**src/sv/bm25_pkg.sv**
```systemverilog
// Shared types, constants and the ranking compare for the BM25 scoring block.
// No dependencies; every other file but bm25_ram imports this package.
`default_nettype none
package bm25_pkg;

    localparam int DOC_SLOTS_DEF = 4096;
    localparam int MAX_TOP_DEF   = 64;

    localparam int DOC_W   = 12;
    localparam int SCORE_W = 32;
    localparam int TF_W    = 16;
    localparam int LEN_W   = 16;
    localparam int IDF_W   = 24;
    localparam int K1_W    = 16;
    localparam int B_W     = 17;
    localparam int INV_W   = 32;
    localparam int CNT_W   = 7;
    localparam int WGT_W   = 24;

    localparam logic [K1_W-1:0]  K1_RST  = 16'd4915;
    localparam logic [B_W-1:0]   B_RST   = 17'd49152;
    localparam logic [B_W-1:0]   B_ONE   = 17'd65536;
    localparam logic [INV_W-1:0] INV_RST = 32'd16777216;
    localparam logic [CNT_W-1:0] CNT_RST = 7'd10;

    localparam logic [1:0] CFG_K1    = 2'd0;
    localparam logic [1:0] CFG_B     = 2'd1;
    localparam logic [1:0] CFG_INV   = 2'd2;
    localparam logic [1:0] CFG_COUNT = 2'd3;

    typedef struct packed {
        logic               valid;
        logic [DOC_W-1:0]   doc;
        logic [SCORE_W-1:0] score;
    } rank_entry_t;

    typedef struct packed {
        rank_entry_t entry;
        logic        above;
    } rank_link_t;

    typedef struct packed {
        logic               clear;
        logic               push;
        logic               pop;
        logic [DOC_W-1:0]   doc;
        logic [SCORE_W-1:0] score;
    } rank_ctrl_t;

    // higher score wins, lower doc wins a tie
    function automatic logic ranks_above(input logic [SCORE_W-1:0] sa,
                                         input logic [DOC_W-1:0] da,
                                         input logic [SCORE_W-1:0] sb,
                                         input logic [DOC_W-1:0] db);
        return (sa > sb) || ((sa == sb) && (da < db));
    endfunction

endpackage
`default_nettype wire

```
**src/sv/bm25_rank_cell.sv**
```systemverilog
// One cell of the sorted top-k chain: holds one ranked entry, takes a new
// entry or its neighbor's on insert, takes the next one on pop. Uses bm25_pkg.
`default_nettype none
module bm25_rank_cell
    import bm25_pkg::*;
(
    input  wire logic        clk,
    input  wire logic        rst_n,
    input  wire rank_ctrl_t  ctrl,
    input  wire logic        enable,
    input  wire rank_link_t  prev,
    input  wire rank_entry_t next_entry,
    output rank_link_t       link
);
    rank_entry_t entry_reg;
    rank_entry_t entry_next;
    logic        above;

    assign above = !entry_reg.valid ||
                   ranks_above(ctrl.score, ctrl.doc, entry_reg.score, entry_reg.doc);

    always_comb
    begin
        entry_next = entry_reg;
        if (ctrl.clear)
        begin
            entry_next.valid = 1'b0;
        end
        else if (ctrl.push && enable)
        begin
            if (prev.above)
            begin
                entry_next = prev.entry;
            end
            else if (above)
            begin
                entry_next.valid = 1'b1;
                entry_next.doc   = ctrl.doc;
                entry_next.score = ctrl.score;
            end
        end
        else if (ctrl.pop)
        begin
            entry_next = next_entry;
        end
    end

    always_ff @(posedge clk or negedge rst_n)
    begin
        if (!rst_n)
        begin
            entry_reg.valid <= 1'b0;
            entry_reg.doc   <= '0;
            entry_reg.score <= '0;
        end
        else
        begin
            entry_reg <= entry_next;
        end
    end

    assign link.entry = entry_reg;
    assign link.above = above;
endmodule
`default_nettype wire

```
**config.mk**
```make
export PLATFORM = sky130hd
export DESIGN_NAME = bm25_rank_cell
export DESIGN_NICKNAME = d
export VERILOG_FILES = /design/src/sv/bm25_pkg.sv /design/src/sv/bm25_rank_cell.sv
export SDC_FILE = /design/constraint.sdc
export NUM_CORES = 1
export LEC_CHECK = 0
export BUFFER_PORTS_ARGS = -buffer_cell sky130_fd_sc_hd__buf_2
export CORE_ASPECT_RATIO = 0.5
export CORE_UTILIZATION = 47
export DETAILED_ROUTE_END_ITERATION = 6
export PLACE_DENSITY = 0.82
export RECOVER_POWER = 25
export SYNTH_ARGS = -nofsm -noshare
export SYNTH_HDL_FRONTEND = slang
export SYNTH_SLANG_ARGS = --single-unit
```
**constraint.sdc**
```tcl
create_clock -name clk -period 3.4 [get_ports clk]
set_input_delay 0.68 -clock clk [delete_from_list [all_inputs] [get_ports clk]]
set_output_delay 0.68 -clock clk [all_outputs]
set_load 0.005 [all_outputs]
```
==> flow_summary.json <==
{
  "root_buffer": "clkbuf_16",
  "required_ps": 2720,
  "rows": 22,
  "max_cap_violations": 1,
  "cts_max_level": 2,
  "yosys.cell_types.count": 41,
  "outcome": "complete, but fails checks",
  "setup_viol": 0,
  "antenna_cells": 0,
  "synth-seq-area-share": 0.3036,
  "skew_ps": 5.794,
  "ys_async_sr_fraction": 1.000,
  "drc": 0,
  "ys.warnings.count": 0,
  "first_global_vias": 3332,
  "io_buffers": 186,
  "vias_per_cell": 5.033,
  "fin_cells": 688,
  "coreArea_sq_um": 7487,
  "numClockSinks": 45,
  "grt_max_degree": 66,
  "grt_pass1_wl_microns": 15010,
  "cp.arrival_ps": 2550,
  "initial_utilization": 0.4953,
  "synth_top_area_cell": "dfrtp_1",
  "finalWirelength_microns": 9266,
  "hold_class": "register to register",
  "postCtsSetupRepairBufs": 0,
  "gp_congestion": 0.7992,
  "cts_resized": 0,
  "synth.avg_cell_area_sq_um": 9.248,
  "slew_viol_final": 46,
  "die_area_sq_um": 8271,
  "nNetsFinal": 763,
  "max_slew_margin": -0.6630,
  "drt_pass1_iterations": 4,
  "post-dp-hpwl_microns": 7431,
  "powerDensity_nw_per_um2": 391.2,
  "antenna_found_initial": 0,
  "met3_usage": 0.05202,
  "crit_top_cell": "buf_2",
  "fin_crit_ps": 3232,
  "syn-num-nets": 585,
  "start_kind": "input port",
  "rsz0062_at_grt": "no",
  "syn_to_final_growth_pct": 30.47,
  "cts_buffer_depth": 2,
  "post-synth-top-count-cell": "mux2i_1",
  "grtUsageMet2": 0.4290,
  "drive_gt1_frac": 0.3534,
  "cts_tree": "yes",
  "fmax_mhz": 309.4,
  "p_leak_nw": 2.645,
  "ios": 187,
  "grt_overflow_total": 0,
  "place_inst": 680,
  "period_share": 0.9506,
  "multi_input_area_sq_um": 2270,
  "vias": 3463,
  "clkLatencyLatePin_ps": 290,
  "synth_area_leaders": "dfrtp_1 (30%), mux2i_1 (23%), ha_1 (15%), o21ai_0 (6.2%), nand2_1 (5.1%)",
  "hold_violations": 0,
  "cts_buffers": 5,
  "final-seq-area_sq_um": 1126,
  "drt_iter0_markers": 135,
  "ir_drop_mv": 0.2334,
  "clk_pin_slew_ps": 60,
  "grt-busiest-layer": "met2",
  "crit_path_end_kind": "primary output",
  "critPathSlowestCell": "nor4_1",
  "ys_ff_latch": 45,
  "violations": "capacitance limit, slew limit",
  "syn-cell-area_sq_um": 3709,
  "crit_chain": "buf_2 > ha_1 > nand4_1 > nor4_1 > a21boi_1 > o31a_1 > o22ai_2 > nand2_1 > buf_2",
  "antenna_left": 0,
  "synthFlopType": "dfrtp_1",
  "synth_top_area_frac": 0.3036,
  "wl_per_cell_microns": 13.47,
  "path_max_fanout": 3,
  "synth_commonest_cells": "mux2i_1 (86), nand2_1 (50), o21ai_0 (46), dfrtp_1 (45), inv_1 (45)",
  "synthCells": 401,
  "largest_reg_flops": 45,
  "crit_type": "input port to primary output",
  "grt_use_total": 0.2310,
  "slowest_delay_ps": 550,
  "met1_usage": 0.2748,
  "nFillCells": 652,
  "hold_buffers": 0,
  "die_w_microns": 127.6,
  "tightestPinTransition_ps": 2495,
  "die_height_microns": 64.81,
  "fin_setup_tns_ps": 0,
  "synth_edf_count": 0
}
layout make-up:
cell class,instances,area share
inverters,45,0.03491
clock inverters,2,0.002069
repair buffers,192,0.2066
multi-input cells,290,0.4691
flip-flops and latches,45,0.2327
well taps,108,0.02793
clock buffers,6,0.02664
where the power goes:
part | switching [mW] | internal (mW)
sequential | 0.0514 | 0.635
clock | 0.206 | 0.270
combinational | 0.378 | 0.352
placed cells by master (no fill, tap or decap), types with 2 or more instances in the layout:
cell type / instances
clkbuf_16: 5
nor2b_1: 3
dfrtp_1: 45
nor2_1: 5
a21o_1: 3
nand2_1: 50
mux2_2: 2
buf_2: 185
nand3_1: 2
nor4_1: 2
o21ai_0: 46
mux2i_1: 86
buf_12: 2
and4_1: 2
inv_1: 45
clkbuf_1: 2
clkinv_2: 2
nand4_1: 8
a21oi_1: 17
o21a_1: 2
buf_4: 4
ha_1: 43
critical path, delay by kind of cell:
kind / cells / cell delay [ps]
AO/OA/AOI/OAI: 3 / 530
adder cells (fa/ha/maj): 1 / 320
buffers and inverters: 2 / 230
AND/OR/NAND/NOR: 3 / 790
kinds of logic (layout without fill, tap and decap cells):
group,count (synthesis),in the layout,synth area share
DFF,45,45,0.3036
AOI/OAI and AO/OA,83,83,0.1333
and+or+nand+nor,76,76,0.09211
adders and majority gates,43,43,0.1451
buffers and inverters,66,245,0.08772
muxes,88,88,0.2382
per-layer routing:
metal  part of all wire  vias up  routed length, microns
met5                  0        -                       0
met3              0.053        8                     492
li1                   -     1772                       -
met2               0.50       79                    4656
met4             0.0086        0                      80
met1               0.44     1604                    4036
final timing paths:
check | startpoint | end | slack (ps) | depth (start not counted)
max | ctrl[14] | link[0] | 170 | 9
min | link[13] | link[13] | 550 | 2
max reg2reg | link[15] | link[3] | 470 | 10
min reg2reg | link[13] | link[13] | 550 | 2
max in group asynchronous | rst_n | link[30] | 820 | 1
min in group asynchronous | rst_n | link[12] | 1160 | 1
stage by stage:
stage	hold slack [ps]	instance area, sq um	power, mW	worst slack (ps)	util
2_1_floorplan	384.4	3709	1.129	566.9	-
3_3_place_gp	521.1	4701	1.403	217.2	0.6278
3_5_place_dp	535.6	4701	1.428	129.4	0.6278
4_1_cts	539.7	4840	1.913	217.9	0.6464
5_1_grt	552.2	4838	2.043	77.84	0.6462
6_report	547.5	4838	1.893	168.1	0.6462
Note: power is estimated with default switching activity, not from simulation.
